--- src/hdl/sph_div_cell.sv ---
// One cell of the restoring divider row: resolves quotient bit K for three lanes.
// No package dependency.
`timescale 1ns / 1ps

module sph_div_cell #(
  parameter int unsigned NW = 160,
  parameter int unsigned DW = 65,
  parameter int unsigned K  = 63,
  parameter int unsigned SW = 1
) (
  input  logic                 clk_i,
  input  logic                 rst_ni,
  input  logic                 en_i,
  input  logic                 valid_i,
  input  logic [2:0][NW-1:0]   rem_i,
  input  logic [DW-1:0]        dvs_i,
  input  logic [2:0][63:0]     quo_i,
  input  logic [SW-1:0]        side_i,
  output logic                 valid_o,
  output logic [2:0][NW-1:0]   rem_o,
  output logic [DW-1:0]        dvs_o,
  output logic [2:0][63:0]     quo_o,
  output logic [SW-1:0]        side_o
);

  logic [NW-1:0]         dsh;
  logic [2:0]            ge;
  logic [2:0][NW-1:0]    rem_d;
  logic [2:0][63:0]      quo_d;
  logic                  valid_q;
  logic [2:0][NW-1:0]    rem_q;
  logic [DW-1:0]         dvs_q;
  logic [2:0][63:0]      quo_q;
  logic [SW-1:0]         side_q;

  assign dsh = NW'(dvs_i) << K;

  always_comb begin
    for (int l = 0; l < 3; l++) begin
      ge[l]    = rem_i[l] >= dsh;
      rem_d[l] = ge[l] ? (rem_i[l] - dsh) : rem_i[l];
      quo_d[l] = {quo_i[l][62:0], ge[l]};
    end
  end

  always_ff @(posedge clk_i or negedge rst_ni) begin
    if (!rst_ni) begin
      valid_q <= 1'b0;
    end else if (en_i) begin
      valid_q <= valid_i;
    end
  end

  always_ff @(posedge clk_i) begin
    if (en_i) begin
      rem_q  <= rem_d;
      dvs_q  <= dvs_i;
      quo_q  <= quo_d;
      side_q <= side_i;
    end
  end

  assign valid_o = valid_q;
  assign rem_o   = rem_q;
  assign dvs_o   = dvs_q;
  assign quo_o   = quo_q;
  assign side_o  = side_q;

endmodule

--- config.mk ---
export PLATFORM = sky130hd
export DESIGN_NAME = sph_div_cell
export DESIGN_NICKNAME = d
export VERILOG_FILES = /design/src/hdl/sph_div_cell.sv
export SDC_FILE = /design/constraint.sdc
export NUM_CORES = 1
export LEC_CHECK = 0
export BUFFER_PORTS_ARGS = -buffer_cell sky130_fd_sc_hd__buf_2
export CORE_AREA = 8 8 568 570
export CTS_CLUSTER_SIZE = 10
export DETAILED_ROUTE_END_ITERATION = 10
export DIE_AREA = 0 0 576 578
export MAX_ROUTING_LAYER = met4
export PLACE_DENSITY = 0.33
export SYNTH_ARGS = -nofsm -noshare
export SYNTH_HDL_FRONTEND = slang
export SYNTH_SLANG_ARGS = --single-unit
--- constraint.sdc ---
create_clock -name clk_i -period 1.8 [get_ports clk_i]
set_input_delay 0 -clock clk_i [delete_from_list [all_inputs] [get_ports clk_i]]
set_output_delay 0 -clock clk_i [all_outputs]
set_load 0.02 [all_outputs]
After elaboration in Yosys (flattened, before gate mapping)
Index checks and enable logic that the tools add are counted.
Storage, ports and cells
  register bits after elaboration: 739
  output and inout bits: 739
  input bits: 742
Cells by class
  magnitude comparators: 3
  muxes and demuxes: 3
  add/subtract/negate cells: 3
Operators by type and width (number)
  160-bit by 128-bit >= comparator with 1-bit output: 3
  160-bit 2-to-1 mux: 3
  160-bit by 128-bit subtractor with 160-bit output: 3

Logic depth before layout (Yosys ltp)
  depth in word-level cells: 2
  depth in mapped cells: 15
  gate-level depth less buffers: 13

Least setup slack after synthesis
OpenSTA, ideal clock, no wires.
  path kind: input -> register
  start point: in rem_i[223] in the netlist's numbering
  end point: reg rem_q (netlist bit rem_o[297]) (data pin)
  path buffers: 0
  setup time: 0.279 ns
  path slack: -1.249 ns
  arrival time: 2.770 ns
  stages on the path: 13
  cells stage by stage: inv_1 ha_1 fa_1 nand2b_1 a21oi_1 o211ai_1 o21ai_1 a21oi_2 o31ai_2 a31oi_1 o21ai_1 a2111oi_0 xor2_1
RTL lines
  start, declared: RTL line 15  | input logic [2:0][NW-1:0] rem_i,
  end signal, assigned: RTL line 56  | rem_q <= rem_d;
  end, declared: RTL line 31  | logic [2:0][NW-1:0] rem_q;

==> metrics.md <==
| Metric | Value |
|---|---|
| Status | `complete, but fails checks` |
| Failing checks | `negative hold slack, negative setup slack` |
| Worst-path maximum fanout | `5` |
| WHS Endpoint | `dvs_o[2]` |
| Avg Vias per Cell | `4.008` |
| Proportion of layout cells with a drive suffix above 1 | `54.29%` |
| Sink Count | `739` |
| Row count | `206` |
| H-tree lvl count | `3` |
| Initial antenna violation count | `156` |
| Fin cells | `12,439` |
| Vias in the first global route | `51,335` |
| Worst ir drop on vdd | `0.0008316 V` |
| Final Setup Violations | `294` |
| Sequential Power Share | `33.3%` |
| CTS Buffer Depth | `4` |
| Unrepaired setup endpoints after global routing | `yes` |
| Clock slew seen by the registers of the worst setup and hold paths | `60 ps` |
| Starting density of the core | `12.93%` |
| Max_cap viols | `0` |
| Layout area overhead | `124.2%` |
| Switching pwr | `22.47 mW` |
| Gate power share | `34.9%` |
| Cell area power density | `726.4 nW/um2` |
| Synth Register Bits | `739` |
| Die width | `576 um` |
| Synth cell types | `100` |
| Critical path class | `input pin to flip-flop` |
| Net Sw Frac | `34.04%` |
| Routed WL | `338,200 um` |
| Fin nets | `9,081` |
| Clock share of power | `31.8%` |
| Max-slew violations | `0` |
| CTS tree | `done` |
| Largest net degree at the start of global routing | `65` |
| Setup slack, reg-to-reg | `1060 ps` |
| Grt ovf | `0` |
| RePlAce Congestion | `0.9531` |
| Final min period | `2631 ps` |
| Worst Path Arrival | `3230 ps` |
| Worst Hold Margin | `-678.2 ps` |
| WP data required | `2400 ps` |
| Crit path capture type | `flip-flop` |
| Placed cell count | `10,845` |
| R2R Path Start | `valid_o` |
| DR vias | `49,860` |
| Async SR Flop Fraction | `0.1353%` |
| Worst Hold Launch | `dvs_i[2]` |
| Clock skew | `0 ps` |
| Net Count, Synth | `4,663` |
| WHS Path Cells | `1` |
| Slew at the pin closest to its max-slew limit | `699.3 ps` |
| Hold crit path type | `input pin to flip-flop` |
| Layout Utilization | `28.99%` |
| Die Y-Extent | `578 um` |
| Clock Latency Late Sink | `800 ps` |
| Primary FF master, synth | `edfxtp_1` |
| Seq/Total Area, Yosys | `54.74%` |
| Final hold vios | `77` |
| Final worst slack | `-830.6 ps` |
| Syn Area/Cell | `10.89 um2` |
| 1st-iter DRT viols | `2,668` |
| Synth Warn # | `0` |
| Setup TNS | `-169,140 ps` |
| Clk root buf | `clkbuf_16` |
| Period utilisation layout | `146.1%` |
| I/O pin cnt | `1,481` |
| Routed WL per cell | `27.19 um` |
| Final ANT Viol Nets | `0` |
| HPWL after detailed placement | `273,700 um` |
| Drt drc | `0` |
| Global-route wire length before repair | `441,200 um` |
| Number of flops mapped to enable cells by yosys | `738` |
| Fmax | `0.3801 GHz` |
| Total of fill cells in the finished design | `33,052` |
| Int Pwr | `43.53 mW` |
| Mapped cell area | `40,530 um2` |
| GRT Util Overall | `19.59%` |
| # port buffers | `1,477` |
| Max-slew headroom | `53.02%` |
| R2R depth | `1` |
| Leak pwr | `37.66 nW` |
| Die area | `332,900 um2` |
| Num CTS Buffers | `108` |
| Startpoint types | `input pin` |
| Mapped Cells | `3,723` |
| Pre-Repair DR Iteration Count | `7` |
| RR Endpoint | `valid_o` |
| Core ar. | `313,400 um2` |
layout by cell type, fill, tap and decap left out, types with 32 or more instances in the layout:
| master | count |
|---|---|
| nor2_2 | 33 |
| buf_8 | 34 |
| buf_4 | 1614 |
| a21oi_4 | 57 |
| nor2_4 | 93 |
| nor2_1 | 233 |
| o21ai_1 | 32 |
| buf_2 | 1430 |
| buf_6 | 145 |
| inv_1 | 80 |
| nand2_2 | 33 |
| nand3_1 | 36 |
| o21ai_2 | 40 |
| clkbuf_16 | 123 |
| buf_12 | 86 |
| a21oi_2 | 129 |
| nor3_1 | 52 |
| nand2_1 | 227 |
| ha_4 | 114 |
| xor2_1 | 95 |
| xnor2_1 | 131 |
| nand4_1 | 121 |
| ha_1 | 75 |
| o21ai_0 | 80 |
| edfxtp_1 | 738 |
| a21o_1 | 87 |
| a21oi_1 | 258 |
| dlygate4sd3_1 | 1127 |
| diode_2 | 65 |
| nor4_1 | 50 |
| o21bai_1 | 59 |
| o21a_1 | 32 |
power by group through the flow:
stage                     clock, mW  sequential (mW)  combinational, mW
after CTS                      21.8             22.0               21.8
after global placement            0             22.3               18.9
after global routing           22.3             22.1               24.4
after detailed placement          0             22.3               18.7
after floorplan                   0             24.3               5.20
final                          21.0             22.0               23.1
worst max-delay path by stage:
| stage | cells past startpoint | slack [ps] | startpoint | end |
|---|---|---|---|---|
| after detailed placement | 15 | -2390 | rem_i[202] | rem_o[299] |
| after global routing | 16 | -860 | dvs_i[45] | rem_o[463] |
| after CTS | 17 | -750 | rem_i[376] | rem_o[476] |
| final | 15 | -830 | rem_i[323] | rem_o[458] |
| after global placement | 15 | -2480 | rem_i[202] | rem_o[299] |
| after floorplan | 13 | -910 | rem_i[383] | rem_o[447] |
layout make-up:
cell class / instances / area [um2] / area share (%)
diodes: 65 / 162.7 / 0.1790
clock buffers: 131 / 2810 / 3.093
clock inverters: 52 / 494.2 / 0.5440
inverters: 146 / 838.3 / 0.9227
multi-input cells: 2673 / 23760 / 26.15
flip-flops and latches: 739 / 22190 / 24.42
well taps: 4160 / 5205 / 5.729
repair buffers: 4472 / 35380 / 38.94
repair inverters: 1 / 16.27 / 0.01790
cells by family after synthesis:
| logic type | after synthesis | synth area share [%] |
|---|---|---|
| AO/OA/AOI/OAI | 1007 | 15.34 |
| XOR/XNOR | 273 | 5.899 |
| adder cells (fa/ha/maj) | 198 | 6.168 |
| buffers and inverters | 311 | 3.164 |
| flip-flops | 739 | 54.74 |
| multiplexers | 15 | 0.4198 |
| AND/OR/NAND/NOR | 1180 | 14.27 |
worst max-delay path, stage by stage:
cell and delay, ps:
buf_2 150, nor4_2 260, buf_4 140, nand4_1 300
o41ai_4 540, buf_4 220, and4b_4 300, nor4bb_4 70
o211ai_4 90, buf_12 160, and4b_1 250, o21a_1 200
buf_6 140, and3b_1 170, xor2_1 210
stage by stage:
step / setup WS [ps] / power (mW) / area (um2)
4_1_cts: -745.8 / 65.63 / 85380
3_5_place_dp: -2390 / 41.01 / 66830
2_1_floorplan: -907.4 / 29.46 / 42630
6_report: -830.6 / 65.99 / 90850
5_1_grt: -862.5 / 68.82 / 90800
3_3_place_gp: -2481 / 41.18 / 66830
flip-flops by register name, summed over array words and instances, names as in the netlist:
| signal | flops |
|---|---|
| dvs_o | 65 |
| quo_o | 192 |
| rem_o | 480 |
| side_o | 1 |
| valid_o | 1 |
per-layer routing:
metal | wire length, um | vias to the layer above | GRT usage, % | share of wire, %
li1 | - | 23025 | - | -
met1 | 134500 | 24741 | 22.18 | 40
met2 | 168600 | 1600 | 34.51 | 50
met3 | 19890 | 494 | 4.262 | 5.9
met4 | 15280 | 0 | 6.030 | 4.5
met5 | 0 | - | - | 0
synthesized netlist by cell type, drive strengths merged (5+ instances only):
cell type,count,share of area (%)
a31o,10,0.22
o31ai,22,0.42
and3,13,0.20
or3,35,0.55
or4,18,0.34
o21a,35,0.65
nor4b,11,0.24
o21ai,172,2.1
xor2,113,2.4
nor2,359,3.3
xnor2,160,3.5
o31a,5,0.11
inv,146,1.4
o211ai,22,0.42
o21bai,68,1.3
ha,195,6.0
a21boi,10,0.19
nor4,84,1.4
and4,6,0.13
edfxtp,738,55
a211o,5,0.11
nand4,121,1.9
clkbuf,117,1.1
nand2,280,2.6
and2,16,0.25
mux2,13,0.37
and4b,5,0.12
a221oi,10,0.22
o41ai,10,0.25
nor2b,23,0.36
o2111ai,8,0.17
a311oi,6,0.13
a31oi,26,0.40
a2111oi,8,0.24
nand3,69,0.85
a21o,87,1.6
or2,15,0.23
a211oi,22,0.42
buf,48,0.73
a21oi,444,5.5
nor3,79,1.0
nand3b,5,0.093
nand2b,23,0.36
what timing repair did:
| item | in CTS | in global routing |
|---|---|---|
| gates resized for setup | 622 | 845 |
| endpoints found under the hold margin | 1237 | 130 |
| setup endpoints to repair | 295 | 295 |
| cloned | 19 | 17 |
| hold buffers | 1070 | 68 |
| pin swaps | 198 | 302 |
| buffers inserted | 120 | 133 |
Note: power is estimated with default switching activity, not from simulation.
