--- src/hdl/sph_pkg.sv ---
// Shared constants for the SPH poly6 / spiky kernel core.
// No dependencies; used by sph_mul_cell, sph_mul_chain and the core top level.
`timescale 1ns / 1ps

package sph_pkg;

  localparam int unsigned COORD_FRAC_BITS = 16;
  localparam int unsigned LIMB_W          = 32;

  localparam logic [31:0] RADIUS_RST = 32'd65536;
  localparam logic [63:0] POLY_RST   = 64'd6728845000;
  localparam logic [63:0] SPIKY_RST  = 64'd61520681851;
  localparam logic [15:0] EPS_RST    = 16'd7;

  typedef enum logic [1:0] {
    REG_RADIUS = 2'd0,
    REG_POLY   = 2'd1,
    REG_SPIKY  = 2'd2,
    REG_EPS    = 2'd3
  } reg_idx_e;

endpackage

--- src/hdl/sph_mul_cell.sv ---
// One cell of a partial-product multiplier chain: adds one 32x32 limb product.
// Depends on sph_pkg.
`timescale 1ns / 1ps

module sph_mul_cell #(
  parameter int unsigned AW    = 32,
  parameter int unsigned BW    = 32,
  parameter int unsigned LANES = 1,
  parameter int unsigned SW    = 1,
  parameter int unsigned IA    = 0,
  parameter int unsigned IB    = 0
) (
  input  logic                             clk_i,
  input  logic                             rst_ni,
  input  logic                             en_i,
  input  logic                             valid_i,
  input  logic [LANES-1:0][AW-1:0]         a_i,
  input  logic [BW-1:0]                    b_i,
  input  logic [LANES-1:0][AW+BW-1:0]      acc_i,
  input  logic [SW-1:0]                    side_i,
  output logic                             valid_o,
  output logic [LANES-1:0][AW-1:0]         a_o,
  output logic [BW-1:0]                    b_o,
  output logic [LANES-1:0][AW+BW-1:0]      acc_o,
  output logic [SW-1:0]                    side_o
);

  localparam int unsigned LW = sph_pkg::LIMB_W;
  localparam int unsigned PW = AW + BW;
  localparam int unsigned SH = LW * (IA + IB);

  logic [LANES-1:0][2*LW-1:0] prod;
  logic [LANES-1:0][PW-1:0]   acc_d;
  logic                       valid_q;
  logic [LANES-1:0][AW-1:0]   a_q;
  logic [BW-1:0]              b_q;
  logic [LANES-1:0][PW-1:0]   acc_q;
  logic [SW-1:0]              side_q;

  always_comb begin
    for (int l = 0; l < LANES; l++) begin
      prod[l]  = a_i[l][IA*LW +: LW] * b_i[IB*LW +: LW];
      acc_d[l] = acc_i[l] + (PW'(prod[l]) << SH);
    end
  end

  always_ff @(posedge clk_i or negedge rst_ni) begin
    if (!rst_ni) begin
      valid_q <= 1'b0;
    end else if (en_i) begin
      valid_q <= valid_i;
    end
  end

  always_ff @(posedge clk_i) begin
    if (en_i) begin
      a_q    <= a_i;
      b_q    <= b_i;
      acc_q  <= acc_d;
      side_q <= side_i;
    end
  end

  assign valid_o = valid_q;
  assign a_o     = a_q;
  assign b_o     = b_q;
  assign acc_o   = acc_q;
  assign side_o  = side_q;

endmodule

--- src/hdl/sph_mul_chain.sv ---
// Wide multiplier built as a row of limb cells, one partial product per cell.
// Depends on sph_pkg and sph_mul_cell.
`timescale 1ns / 1ps

module sph_mul_chain #(
  parameter int unsigned AW    = 32,
  parameter int unsigned BW    = 32,
  parameter int unsigned LANES = 1,
  parameter int unsigned SW    = 1
) (
  input  logic                        clk_i,
  input  logic                        rst_ni,
  input  logic                        en_i,
  input  logic                        valid_i,
  input  logic [LANES-1:0][AW-1:0]    a_i,
  input  logic [BW-1:0]               b_i,
  input  logic [SW-1:0]               side_i,
  output logic                        valid_o,
  output logic [LANES-1:0][AW+BW-1:0] p_o,
  output logic [SW-1:0]               side_o
);

  localparam int unsigned NA = AW / sph_pkg::LIMB_W;
  localparam int unsigned NB = BW / sph_pkg::LIMB_W;
  localparam int unsigned NC = NA * NB;

  logic [NC:0]                        v_s;
  logic [NC:0][LANES-1:0][AW-1:0]     a_s;
  logic [NC:0][BW-1:0]                b_s;
  logic [NC:0][LANES-1:0][AW+BW-1:0]  acc_s;
  logic [NC:0][SW-1:0]                side_s;

  assign v_s[0]    = valid_i;
  assign a_s[0]    = a_i;
  assign b_s[0]    = b_i;
  assign acc_s[0]  = '0;
  assign side_s[0] = side_i;

  for (genvar k = 0; k < NC; k++) begin : g_cell
    sph_mul_cell #(
      .AW(AW), .BW(BW), .LANES(LANES), .SW(SW), .IA(k / NB), .IB(k % NB)
    ) u_cell (
      .clk_i  (clk_i),
      .rst_ni (rst_ni),
      .en_i   (en_i),
      .valid_i(v_s[k]),
      .a_i    (a_s[k]),
      .b_i    (b_s[k]),
      .acc_i  (acc_s[k]),
      .side_i (side_s[k]),
      .valid_o(v_s[k+1]),
      .a_o    (a_s[k+1]),
      .b_o    (b_s[k+1]),
      .acc_o  (acc_s[k+1]),
      .side_o (side_s[k+1])
    );
  end

  assign valid_o = v_s[NC];
  assign p_o     = acc_s[NC];
  assign side_o  = side_s[NC];

endmodule

--- config.mk ---
export PLATFORM = sky130hd
export DESIGN_NAME = sph_mul_chain
export DESIGN_NICKNAME = d
export VERILOG_FILES = /design/src/hdl/sph_pkg.sv /design/src/hdl/sph_mul_cell.sv /design/src/hdl/sph_mul_chain.sv
export SDC_FILE = /design/constraint.sdc
export NUM_CORES = 2
export LEC_CHECK = 0
export ABC_CLOCK_PERIOD_IN_PS = 2000
export BUFFER_PORTS_ARGS = -buffer_cell sky130_fd_sc_hd__buf_2
export CORE_MARGIN = 2
export CORE_UTILIZATION = 30
export CTS_BUF_LIST = sky130_fd_sc_hd__clkbuf_2
export CTS_CLUSTER_DIAMETER = 30
export DETAILED_ROUTE_END_ITERATION = 8
export GPL_ROUTABILITY_DRIVEN = 1
export GPL_TIMING_DRIVEN = 0
export HOLD_SLACK_MARGIN = 0.06
export PLACE_DENSITY = 0.44
export SLEW_MARGIN = 5
export SYNTH_ARGS = -nofsm -noshare
export SYNTH_HDL_FRONTEND = slang
export SYNTH_SLANG_ARGS = --single-unit
--- constraint.sdc ---
create_clock -name clk_i -period 2 [get_ports clk_i]
set_input_delay 0.1 -clock clk_i [delete_from_list [all_inputs] [get_ports clk_i]]
set_output_delay 0.1 -clock clk_i [all_outputs]
set_load 0.01 [all_outputs]
# Word level (Yosys, flattened, before mapping)
# Cells that the tools add are included.
# W data, S select, Z words.
dict set report word_totals {
  regBits 66
  in_bits 69
  output_inout_bits 66
  elab_cells 4
}
dict set report classes {
  mul 1
}
# cell count
set op_table {}
lappend op_table {{$mul A32 B32 Y64} 1}

# Longest topological paths before layout
dict set report logic_depth {
  depth_word 1
  mapped_depth 27
}

# Hierarchy
# Synthesis repeated with hierarchy kept, for this count alone.
dict set report unflattened {
  hier_cells 4076
  hier_area_um2 38702.1
}
# mod instances cells_each area_per_inst_um2 seq_area_each_um2
set by_module_without_submodules {}
lappend by_module_without_submodules {sph_mul_cell 1 4075 38698.4 3898.7}
lappend by_module_without_submodules {sph_mul_chain 1 1 3.8 0.0}

# Worst setup path before layout
# Ideal clock, no wire load.
dict set report synth_timing {
  kind {input port to flip-flop}
  from {input b_i[8]}
  to {register g_cell[0].u_cell.acc_q, in the netlist g_cell[0].u_cell.acc_o[62], data pin}
  t_arrival_ns 6.388
  path_slack_ns -4.664
  stages 21
  cell_sequence {clkbuf_1 -> and2_1 -> fa_1 -> fa_1 -> inv_1 -> fa_1 -> fa_1 -> fa_1 -> inv_1 -> fa_1 -> fa_1 -> fa_1 -> ha_1 -> buf_6 -> nand4_4 -> or3_4 -> nor3_2 -> a21oi_1 -> o31a_1 -> o31ai_2 -> a311oi_2}
}
# element line
set synth_lines {}
lappend synth_lines {{start: declaration} sph_mul_chain.sv:16} ;# input logic [BW-1:0] b_i,
lappend synth_lines {{end signal: assignment} sph_mul_cell.sv:59} ;# acc_q <= acc_d;
lappend synth_lines {{end: declaration} sph_mul_cell.sv:37} ;# logic [LANES-1:0][PW-1:0] acc_q;

==> flow_summary.toml <==
[synth]
synthTopCellsByArea = "fa_1 51%, and2_1 11%, ha_1 9.3%"
synth_seq_cells = 66
yosysWarningCount = 0
synthesis.instances = 3784
syn_nets = 5012
ys_seq_area_frac = 0.0558
netlist_area_um2 = 35400
synthMuxAreaShare = 0.00120
synth_adder_area_share = 0.599
synth_area_leader_cell = "fa_1"
synthSimpleGateAreaFrac = 0.176
syn_area_per_cell_um2 = 9.36
synth_top_family_by_area = "adder cells"
synth_xor_area_frac = 0.0148
synthArstFlopShare = 0.0152
synth_top_area_frac = 0.506
yosys.cell_types.count = 60
synth_edf_count = 65
ys.flop_type = "edfxtp_1"
synth-compound-area-share = 0.0374

[critical_path]
cp-start-kind = "primary input"
worstPathArrival_ps = 6980
path_max_fanout = 5
cp_slowest_cell = "fa_1"
critical-path-max-stage-delay_ps = 570
cp.buffers_inverters = 8
cp_common_cell = "fa_1"
crit_type = "primary input to flip-flop"
crit_path_end_kind = "flip-flop"
reg2reg_slack_ps = 690
required_ps = 2450
crit_family = "adder cells"

[sta]
layout_setup_ws_ps = -4540
max_freq_mhz = 153
slew_headroom = 0.439
finalCritPeriodShare = 3.27
hold_slack_ps = 236
period_needed_ps = 6540
rsz0062_at_grt = "yes"
hold_viol = 0
worst_pin_slew_ps = 842
finalSetupViolCount = 60
final_max_slew_viol_count = 0
finalClockSkew_ps = 0

[outcome]
violations = "setup timing"
status = "complete, but fails checks"

[global_route]
grt_pass1_wl_um = 219000
grt_usage = 0.259
grt-ovfl-total = 0
grt_max_degree = 59
antenna_found_initial = 33
grt_pass1_vias = 29600

[detailed_routing]
detail_route.wl_per_cell_um = 27.3
drt_iter0_drc = 2063
drc = 0
ant_nets = 0
drtPass1Iterations = 5
totalWireLength_um = 156000
dr_total_vias = 28000
viasPerCell = 4.91

[floorplanning]
rows = 126
core_area_um2 = 118000
die-height_um = 348
die_w_um = 348
dieArea_um2 = 121000
start_util = 0.301
ioPinCount = 135

[placed_design]
dp_slack_ps = -6540
port_buffers = 134
dp_hpwl_um = 125000
finalWeightedCongestion = 0.961
place_area_um2 = 39200

[clock_network]
insertion_delay_ps = 690
cts_tree = "yes"
cts_made_buffers = 9
root_buffer = "clkbuf_2"
htreeDepth = 3
cts.sinks = 66
clk_pin_slew_ps = 190
clockBufferDepth = 2

[run]
maxCapViolations = 0

[finish]
final_cell_mix = "825 x inv_1, 811 x fa_1, 543 x and2_1, 458 x nand2_1, 205 x ha_1"
design_area_um2 = 45400
post-route-util = 0.386
layout-drive-gt1-share = 0.234
final_common_cell = "inv_1"
syn2layout_area_growth_pct = 28.3
nets = 5372

[min_path]
hold_class = "primary input to flip-flop"
-- sequential cells by signal, indices dropped and copies added (netlist names) --
register / count
g_cell.u_cell.valid_o: 1
g_cell.u_cell.side_o: 1
g_cell.u_cell.acc_o: 64
-- kinds of logic after synthesis --
logic type               after synthesis
multiplexers                           4
adder cells (fa/ha/maj)             1159
AND/OR/NAND/NOR                     1209
buffers and inverters               1078
flip-flops                            66
AO/OA/AOI/OAI                        208
XOR/XNOR                              60
-- metal layers --
metal | global-route usage | vias to the layer above | share of wire
li1 | - | 11800 | -
met1 | 0.341 | 14900 | 0.41
met2 | 0.420 | 1006 | 0.47
met3 | 0.0305 | 303 | 0.057
met4 | 0.130 | 10 | 0.063
met5 | 0 | - | 0.00046
-- area by class of cell --
class	instances	area (um^2)
Clock inverter	6	81.3
Sequential cell	66	1980
Fill cell	12100	72200
Buffer	206	3210
Tap cell	1536	1920
Timing Repair Buffer	353	3220
Inverter	868	3260
Clock buffer	10	50.0
Multi-Input combinational cell	2640	31700
Antenna cell	17	42.5
-- cells in the mapped netlist (14+ instances only) --
library cell,n
a21o_1,27
a21oi_1,74
and2_1,600
clkbuf_1,203
edfxtp_1,65
fa_1,896
ha_1,263
inv_1,868
nand2_1,488
nand4_1,18
nor2_1,40
nor3_1,16
o21ai_0,29
o21bai_1,14
xnor2_1,39
xor2_1,21
-- final timing paths --
check	startpoint	end	cells after the start
max	a_i[16]	g_cell[0].u_cell.acc_o[62]	25
max in group asynchronous	rst_ni	g_cell[0].u_cell.valid_o	4
min in group asynchronous	rst_ni	g_cell[0].u_cell.valid_o	4
max reg2reg	g_cell[0].u_cell.valid_o	g_cell[0].u_cell.valid_o	2
min reg2reg	g_cell[0].u_cell.valid_o	g_cell[0].u_cell.valid_o	2
min	b_i[1]	g_cell[0].u_cell.acc_o[3]	5
-- tightest hold or removal path: stages --
cell	delay, ps
buf_2	160
and2_1	150
ha_1	150
ha_1	140
ha_1	130
-- repair_timing --
item                       CTS  global route
cloned                       8             1
hold endpoints to repair    71             0
setup buffers              141            62
resized for setup          731           311
pin swaps                  147           168
hold buffers                12             0
setup endpoints to repair   61            61
-- per-stage QoR --
step / cells / setup TNS, ps
final: 5702 / -224080
after global routing: 5696 / -220850
after CTS: 5629 / -212450
after detailed placement: 5455 / -318980
after global placement: 5454 / -319880
after floorplan: 3784 / -222810
Power is left out: the tool's default activity adds up to more than one toggle a clock period on the data nets, which glitch-free logic cannot reach.
